$ cat config.mk
export PLATFORM = sky130hd
export DESIGN_NAME = xmodem_crc_packet_receiver
export DESIGN_NICKNAME = d
export VERILOG_FILES = /design/src/hdl/xmcrc_pkg.sv /design/src/hdl/xmodem_crc_packet_receiver.sv /design/src/hdl/xmcrc_frame.sv
export SDC_FILE = /design/constraint.sdc
export NUM_CORES = 1
export LEC_CHECK = 0
export BUFFER_PORTS_ARGS = -buffer_cell sky130_fd_sc_hd__buf_2
export CAP_MARGIN = 20
export CORE_MARGIN = 2
export CORE_UTILIZATION = 60
export DETAILED_ROUTE_END_ITERATION = 6
export PLACE_DENSITY_LB_ADDON = 0.15
export SKIP_LAST_GASP = 1
export SLEW_MARGIN = 40
export SYNTH_ARGS = -nofsm -noshare
export SYNTH_HDL_FRONTEND = slang
export SYNTH_SLANG_ARGS = --single-unit
$ cat constraint.sdc
create_clock -name clk_i -period 4.3 [get_ports clk_i]
set_input_delay 0.215 -clock clk_i [delete_from_list [all_inputs] [get_ports clk_i]]
set_output_delay 0.215 -clock clk_i [all_outputs]
set_load 0.01 [all_outputs]
$ cat src/hdl/xmcrc_pkg.sv
// Shared constants, types and the CRC-16/XMODEM byte update for the XMODEM-CRC receiver.
package xmcrc_pkg;

  localparam int unsigned DATA_BYTES = 128;
  localparam int unsigned PACKET_LEN = DATA_BYTES + 5;
  localparam int unsigned CNT_W      = $clog2(PACKET_LEN + 1);

  localparam logic [7:0] SOH_BYTE    = 8'h01;
  localparam logic [7:0] EOT_BYTE    = 8'h04;
  localparam logic [7:0] REPORT_BYTE = 8'h76;
  localparam logic [7:0] LEAVE_BYTE  = 8'h72;

  localparam logic [8:0] SEQ_SUM     = 9'd255;

  localparam logic [CNT_W-1:0] POS_SEQ      = CNT_W'(2);
  localparam logic [CNT_W-1:0] POS_SEQ_INV  = CNT_W'(3);
  localparam logic [CNT_W-1:0] POS_DATA_END = CNT_W'(DATA_BYTES + 3);
  localparam logic [CNT_W-1:0] POS_CRC_HI   = CNT_W'(DATA_BYTES + 4);
  localparam logic [CNT_W-1:0] POS_LAST     = CNT_W'(PACKET_LEN);

  typedef enum logic [2:0] {
    RSP_ACK   = 3'd0,
    RSP_NAK   = 3'd1,
    RSP_EOT   = 3'd2,
    RSP_SUM   = 3'd3,
    RSP_LEAVE = 3'd4
  } response_e;

  typedef struct packed {
    logic        emit;
    response_e   response;
    logic [31:0] crc_sum;
    logic [7:0]  packet_number;
  } result_t;

  function automatic logic [15:0] crc_update(logic [15:0] crc_in, logic [7:0] d);
    logic [15:0] c;
    c = {crc_in[7:0], crc_in[15:8]};
    c = c ^ {8'h00, d};
    c = c ^ {12'h000, c[7:4]};
    c = c ^ {c[3:0], 12'h000};
    c = c ^ {3'b000, c[7:0], 5'b00000};
    return c;
  endfunction

endpackage

$ cat src/hdl/xmodem_crc_packet_receiver.sv
// Top level of the XMODEM-CRC packet receiver: input register, frame decoder, result register.
// Each received byte is captured in an input register, decoded by the frame logic and,
// where it ends a frame or is a single-byte command, its response lands in a result
// register; a new byte is taken every cycle while the result register is free or being
// drained. A packet is SOH, sequence number, its complement, 128 data bytes and a
// big-endian CRC-16/XMODEM; it is answered with ACK or NAK, and acked CRCs add into a
// wrapping 32-bit sum. With xmodem_enable cleared, bytes are consumed without effect and a
// begun frame resumes later.
module xmodem_crc_packet_receiver (
  input  logic        clk_i,
  input  logic        rst_ni,
  input  logic        in_valid_i,
  output logic        in_stall_o,
  input  logic [7:0]  rx_byte_i,
  output logic        out_valid_o,
  input  logic        out_stall_i,
  output logic [2:0]  response_o,
  output logic [31:0] crc_sum_o,
  output logic [7:0]  packet_number_o,
  input  logic        cfg_valid_i,
  output logic        cfg_ready_o,
  input  logic        cfg_xmodem_enable_i
);

  logic               enable_q;
  logic               in_valid_q;
  logic [7:0]         in_byte_q;
  logic               out_valid_q;
  logic [2:0]         response_q;
  logic [31:0]        crc_sum_q;
  logic [7:0]         packet_number_q;
  logic               advance;
  logic               step;
  logic               take_in;
  xmcrc_pkg::result_t res;

  assign advance     = in_valid_q && (!out_valid_q || !out_stall_i);
  assign step        = advance && enable_q;
  assign in_stall_o  = in_valid_q && !advance;
  assign take_in     = in_valid_i && !in_stall_o;
  assign cfg_ready_o = 1'b1;

  xmcrc_frame u_frame (
    .clk_i    (clk_i),
    .rst_ni   (rst_ni),
    .step_i   (step),
    .byte_i   (in_byte_q),
    .result_o (res)
  );

  always_ff @(posedge clk_i or negedge rst_ni) begin
    if (!rst_ni) begin
      enable_q    <= 1'b1;
      in_valid_q  <= 1'b0;
      out_valid_q <= 1'b0;
    end else begin
      if (cfg_valid_i && cfg_ready_o) begin
        enable_q <= cfg_xmodem_enable_i;
      end
      if (take_in) begin
        in_valid_q <= 1'b1;
      end else if (advance) begin
        in_valid_q <= 1'b0;
      end
      if (advance) begin
        out_valid_q <= step && res.emit;
      end else if (out_valid_q && !out_stall_i) begin
        out_valid_q <= 1'b0;
      end
    end
  end

  always_ff @(posedge clk_i) begin
    if (take_in) begin
      in_byte_q <= rx_byte_i;
    end
    if (step && res.emit) begin
      response_q      <= res.response;
      crc_sum_q       <= res.crc_sum;
      packet_number_q <= res.packet_number;
    end
  end

  assign out_valid_o     = out_valid_q;
  assign response_o      = response_q;
  assign crc_sum_o       = crc_sum_q;
  assign packet_number_o = packet_number_q;

  // The input side only stalls while a byte is held that cannot move on.
  a_stall_needs_byte: assert property (@(posedge clk_i) disable iff (!rst_ni)
    in_stall_o |-> (in_valid_q && out_valid_q && out_stall_i))
    else $error("input stalled without a blocked byte");

  // Single-byte command responses carry no packet number.
  a_cmd_no_number: assert property (@(posedge clk_i) disable iff (!rst_ni)
    (out_valid_q && (response_q == xmcrc_pkg::RSP_EOT || response_q == xmcrc_pkg::RSP_SUM ||
                     response_q == xmcrc_pkg::RSP_LEAVE)) |-> (packet_number_q == 8'h00))
    else $error("command response with a packet number");

  // A disabled receiver produces no new result.
  a_disabled_silent: assert property (@(posedge clk_i) disable iff (!rst_ni)
    (!enable_q && !out_valid_q) |=> !out_valid_q)
    else $error("result produced while reception disabled");

endmodule

$ cat src/hdl/xmcrc_frame.sv
// Frame decoder: packet byte counter, sequence check, running CRC and accepted CRC sum.
module xmcrc_frame (
  input  logic                     clk_i,
  input  logic                     rst_ni,
  input  logic                     step_i,
  input  logic [7:0]               byte_i,
  output xmcrc_pkg::result_t       result_o
);

  logic [xmcrc_pkg::CNT_W-1:0] count_q, count_d, pos;
  logic [7:0]                  seq_q, seq_d;
  logic                        seq_ok_q, seq_ok_d;
  logic [15:0]                 crc_q, crc_d;
  logic [7:0]                  crc_hi_q, crc_hi_d;
  logic [31:0]                 sum_q, sum_d;
  logic [15:0]                 rx_crc;
  xmcrc_pkg::result_t          res;

  assign pos    = count_q + xmcrc_pkg::CNT_W'(1);
  assign rx_crc = {crc_hi_q, byte_i};

  always_comb begin
    count_d  = count_q;
    seq_d    = seq_q;
    seq_ok_d = seq_ok_q;
    crc_d    = crc_q;
    crc_hi_d = crc_hi_q;
    sum_d    = sum_q;
    res.emit          = 1'b0;
    res.response      = xmcrc_pkg::RSP_NAK;
    res.packet_number = 8'h00;
    if (count_q == '0) begin
      priority if (byte_i == xmcrc_pkg::SOH_BYTE) begin
        count_d  = xmcrc_pkg::CNT_W'(1);
        crc_d    = 16'h0000;
        seq_ok_d = 1'b0;
      end else if (byte_i == xmcrc_pkg::EOT_BYTE) begin
        res.emit     = 1'b1;
        res.response = xmcrc_pkg::RSP_EOT;
      end else if (byte_i == xmcrc_pkg::REPORT_BYTE) begin
        res.emit     = 1'b1;
        res.response = xmcrc_pkg::RSP_SUM;
      end else if (byte_i == xmcrc_pkg::LEAVE_BYTE) begin
        res.emit     = 1'b1;
        res.response = xmcrc_pkg::RSP_LEAVE;
      end else begin
        count_d = '0;
      end
    end else begin
      count_d = pos;
      priority if (pos == xmcrc_pkg::POS_SEQ) begin
        seq_d = byte_i;
      end else if (pos == xmcrc_pkg::POS_SEQ_INV) begin
        seq_ok_d = (({1'b0, seq_q} + {1'b0, byte_i}) == xmcrc_pkg::SEQ_SUM);
      end else if (pos <= xmcrc_pkg::POS_DATA_END) begin
        crc_d = xmcrc_pkg::crc_update(crc_q, byte_i);
      end else if (pos == xmcrc_pkg::POS_CRC_HI) begin
        crc_hi_d = byte_i;
      end else begin
        crc_hi_d = crc_hi_q;
      end
      if (pos >= xmcrc_pkg::POS_LAST) begin
        count_d           = '0;
        res.emit          = 1'b1;
        res.packet_number = seq_q;
        if (seq_ok_q && (rx_crc == crc_q)) begin
          sum_d        = sum_q + {16'h0000, rx_crc};
          res.response = xmcrc_pkg::RSP_ACK;
        end
      end
    end
    res.crc_sum = sum_d;
  end

  assign result_o = res;

  always_ff @(posedge clk_i or negedge rst_ni) begin
    if (!rst_ni) begin
      count_q  <= '0;
      seq_q    <= '0;
      seq_ok_q <= 1'b0;
      crc_q    <= '0;
      crc_hi_q <= '0;
      sum_q    <= '0;
    end else if (step_i) begin
      count_q  <= count_d;
      seq_q    <= seq_d;
      seq_ok_q <= seq_ok_d;
      crc_q    <= crc_d;
      crc_hi_q <= crc_hi_d;
      sum_q    <= sum_d;
    end
  end

  // The frame counter never reaches the full packet length.
  a_count_range: assert property (@(posedge clk_i) disable iff (!rst_ni)
    count_q < xmcrc_pkg::POS_LAST)
    else $error("frame byte counter out of range");

  // The accepted sum only moves on an acknowledged packet.
  a_sum_only_on_ack: assert property (@(posedge clk_i) disable iff (!rst_ni)
    !(step_i && res.emit && res.response == xmcrc_pkg::RSP_ACK) |=> $stable(sum_q))
    else $error("accepted CRC sum changed without an ack");

  // A packet verdict is only given on the last byte of a frame.
  a_verdict_at_end: assert property (@(posedge clk_i) disable iff (!rst_ni)
    (step_i && res.emit && (res.response == xmcrc_pkg::RSP_ACK ||
                            res.response == xmcrc_pkg::RSP_NAK))
    |=> (count_q == '0))
    else $error("packet verdict without frame end");

endmodule
==> key figures <==
Timing
  • Max-slew headroom: about half
  • Measured slew at the worst slew-check pin: ~0.76 ns
  • Min Tclk post-route: about 3.4 ns
  • Final worst slack: 0.919 ns
  • Clock skew: around 0.007 ns
  • # setup viols final: 0
  • Crit share post-route: roughly four fifths
  • Fin. max-slew vios: 0
  • FMAX: ~0.30 GHz
  • Setup tns final: 0 ns
  • Hold violation total from the final report: 0
  • RSZ-0062 raised after global routing: false

GRT
  • GRT Util Overall: between 20% and 30%
  • Vias in the first global route: between 5k and 6k
  • M3 GR Usage: 7.51%
  • Initial antenna violation count: 0
  • Most Used Layer, Global Route: met2
  • Largest net degree at the start of global routing: 77
  • Met1 GRT Util: 31.7%
  • Total gr overflow: 0
  • First-pass GRT wire length: about 25,000 microns
  • Met2 usage: 42.9%

Final layout
  • Fin cells: 873
  • Antenna cell count: 0
  • Commonest non-fill, non-tap cells in the layout: 75 x dfrtp_1, 59 x nand2_1, 57 x buf_2
  • Commonest non-fill, non-tap cell in the layout: dfrtp_1
  • # nets final: 763
  • Share of cells above drive strength 1: between 20 and 25%
  • Sequential cell area: approximately 0.0034 sq mm
  • Multi-input gate area: 0.00342 sq mm
  • Util after Layout: 70.7%
  • Layout area overhead: 14.8%
  • Fillers: between 800 and 900

Synthesis
  • Post-synth EDFFs: 51
  • Netlist cell types: between 60 and 70
  • Top FF cell, synth: dfrtp_1
  • Async SR Flop Fraction: around three fifths
  • Synth Warn #: 0
  • Synthesized flop and latch total: between 100 and 150
  • Seq/Total Area, Yosys: about half
  • Synth Net Count: 700
  • Mean Syn Cell Area: roughly 11 sq um
  • Post-synthesis cell count: 654
  • Mapped cell area: between 0.007 and 0.008 sq mm

Place
  • Worst slack, placed: around 0.98 ns
  • Port Buf Inserts: 58
  • RD Place Congestion: 0.895
  • Detailed Place HPWL: between 10,000 and 15,000 microns
  • Dpl cells: 831

Job
  • # Max-Cap Violations: 0

Floorplanning
  • Placement Rows: 39
  • Core area: roughly 0.011 sq mm
  • Die width: between 100 and 150 microns
  • Die H: 112 microns
  • Boundary Pins: 60
  • Die area: between 0.01 and 0.015 sq mm
  • Initial Util: 61.6%

Pwr
  • Cell-internal power: between 2 and 3 mW
  • Power density over the cells: around 500 mW/mm^2
  • Clk network pwr share: roughly a third
  • Pleak: 3.37 nW
  • NetSw: between 1 and 1.5 mW
  • Sequential fraction of design power: 39.6%
  • Worst vdd ir: 0.000463 V
  • Switching Share: about 32%
  • Power share of the combinational group: 28.5%
  • Overall Power: 4.04 mW

Setup path
  • Setup crit end kind: flip-flop
  • Slowest Stage Delay on Critical Path: approximately 0.57 ns
  • Max Fanout on Critical Path: 10
  • Critical path class: reg2reg
  • CP Data Required Time: 4.46 ns
  • Slowest-stage cell, CP: edfxtp_1
  • Reg2reg setup slack: a little over 0.9 ns
  • Worst-path cell chain: ha_1, fa_1, a21o_1, a221oi_1, o2bb2ai_1, a221o_1, nand2_2, nor2_1, xor2_1
  • CP Launch Type: flip-flop
  • CP Data Arrival Time: approximately 3.5 ns

Routing
  • Starting DRT DRC Count: approximately 330
  • DRC: 0
  • Routed WL: roughly 15,000 microns
  • Initial DRT Pass Iterations: 5
  • Drt via density: slightly below 6
  • Antenna Violating Nets Remaining: 0
  • Routed wire per std cell: 17.4 microns
  • Via Count: 5,139

Clocking
  • CTS buffer count: 17
  • Worst skew pair latency: 0.42 ns
  • H-tree depth: 4
  • Resized Gates After CTS: 0
  • Clock slew at reported path FFs: approximately 0.050 ns
  • CTS tree: built
  • Clk sink count: 127
  • # Post-CTS Setup Buffers: 0
  • Maximum clock path buffer count: 2
  • Root Buffer: clkbuf_16

Worst hold path
  • Worst min-delay path class: in2reg

Status
  • Status: finished, final reports clean
## final timing paths
check,cells after the start,to,startpoint
max reg2reg,9,crc_sum_o[28],in_byte_q[0]
min in group asynchronous,2,u_frame.crc_q[11],rst_ni
min,2,enable_q,cfg_xmodem_enable_i
min reg2reg,1,u_frame.sum_q[31],u_frame.sum_q[31]
max in group asynchronous,2,u_frame.sum_q[28],rst_ni
max,9,crc_sum_o[28],in_byte_q[0]
## synthesized netlist by cell type, drive strengths merged (3+ instances only)
master	count	area (sq um)
a21o	4	30.0
a31oi	8	56.3
xor2	47	412
and3	10	62.6
edfxtp	51	1530
clkbuf	20	75.1
a311oi	3	26.3
dfrtp	75	1880
inv	12	45.0
nand3	19	95.1
o21a	3	22.5
mux2	35	394
buf	11	70.1
nor3	18	115
nor2	50	195
and2	10	62.6
a21oi	26	130
nor4	7	65.1
nand4b	3	26.3
xnor2	45	394
nand2	60	228
or2	3	18.8
nand4	17	121
nand2b	4	25.0
nor2b	9	56.3
o21ai	43	215
ha	30	375
## per-stage QoR
stage | hold WS [ns] | area [sq um]
3_5_place_dp | 0.301 | 7440
4_1_cts | 0.0296 | 8080
5_1_grt | 0.0296 | 8080
3_3_place_gp | 0.392 | 7440
6_report | 0.0470 | 8080
2_1_floorplan | -0.0806 | 7040
## final cells by class
cell class | count | area share (%)
Clock buffer | 19 | 5.36
Clock inverter | 13 | 1.22
Inverter | 12 | 0.558
Multi-Input combinational cell | 484 | 42.4
Sequential cell | 127 | 42.5
Tap cell | 143 | 2.22
Timing Repair Buffer | 75 | 5.72
## metal layers
metal	wire length [microns]	part of all wire, %
met2	7660	50
met1	6360	42
met5	0	0
met3	938	6.2
met4	259	1.7
## flip-flops by register name, summed over array words and instances (netlist names), 8 cells and up
name,count
u_frame.count_q,8
u_frame.crc_hi_q,8
packet_number_o,8
u_frame.seq_q,8
in_byte_q,8
u_frame.crc_q,16
u_frame.sum_q,32
crc_sum_o,32
## critical path: cells and delay by family, from the launching register on
kind,cells,cell delay [ns]
DFF,1,0.57
adders and majority gates,2,0.72
xor gates and xnor gates,1,0.15
AOI/OAI and AO/OA,4,1.41
and+or+nand+nor,2,0.26
## power groups by stage
stage | Clock, mW | Combinational, mW | Sequential, mW
after CTS | 1.31 | 1.15 | 1.59
final | 1.29 | 1.15 | 1.60
after global routing | 1.37 | 1.26 | 1.62
after floorplan | 0 | 0.972 | 1.54
after detailed placement | 0 | 1.12 | 1.62
after global placement | 0 | 1.07 | 1.60
## logic make-up after synthesis
kind of cell | share of synthesized area, %
flops | 48.8
other cells | 0.0533
xor+xnor | 11.5
simple gates | 16.5
compound gates | 8.85
buf+inv | 2.70
fa+ha+maj | 5.90
mux | 5.74
## what timing repair did
action / in CTS / in global routing
endpoints found under the hold margin: 84 / 0
endpoints found under the setup margin: 0 / 0
hold buffers: 10 / 0
Note: power is estimated with default switching activity, not from simulation.
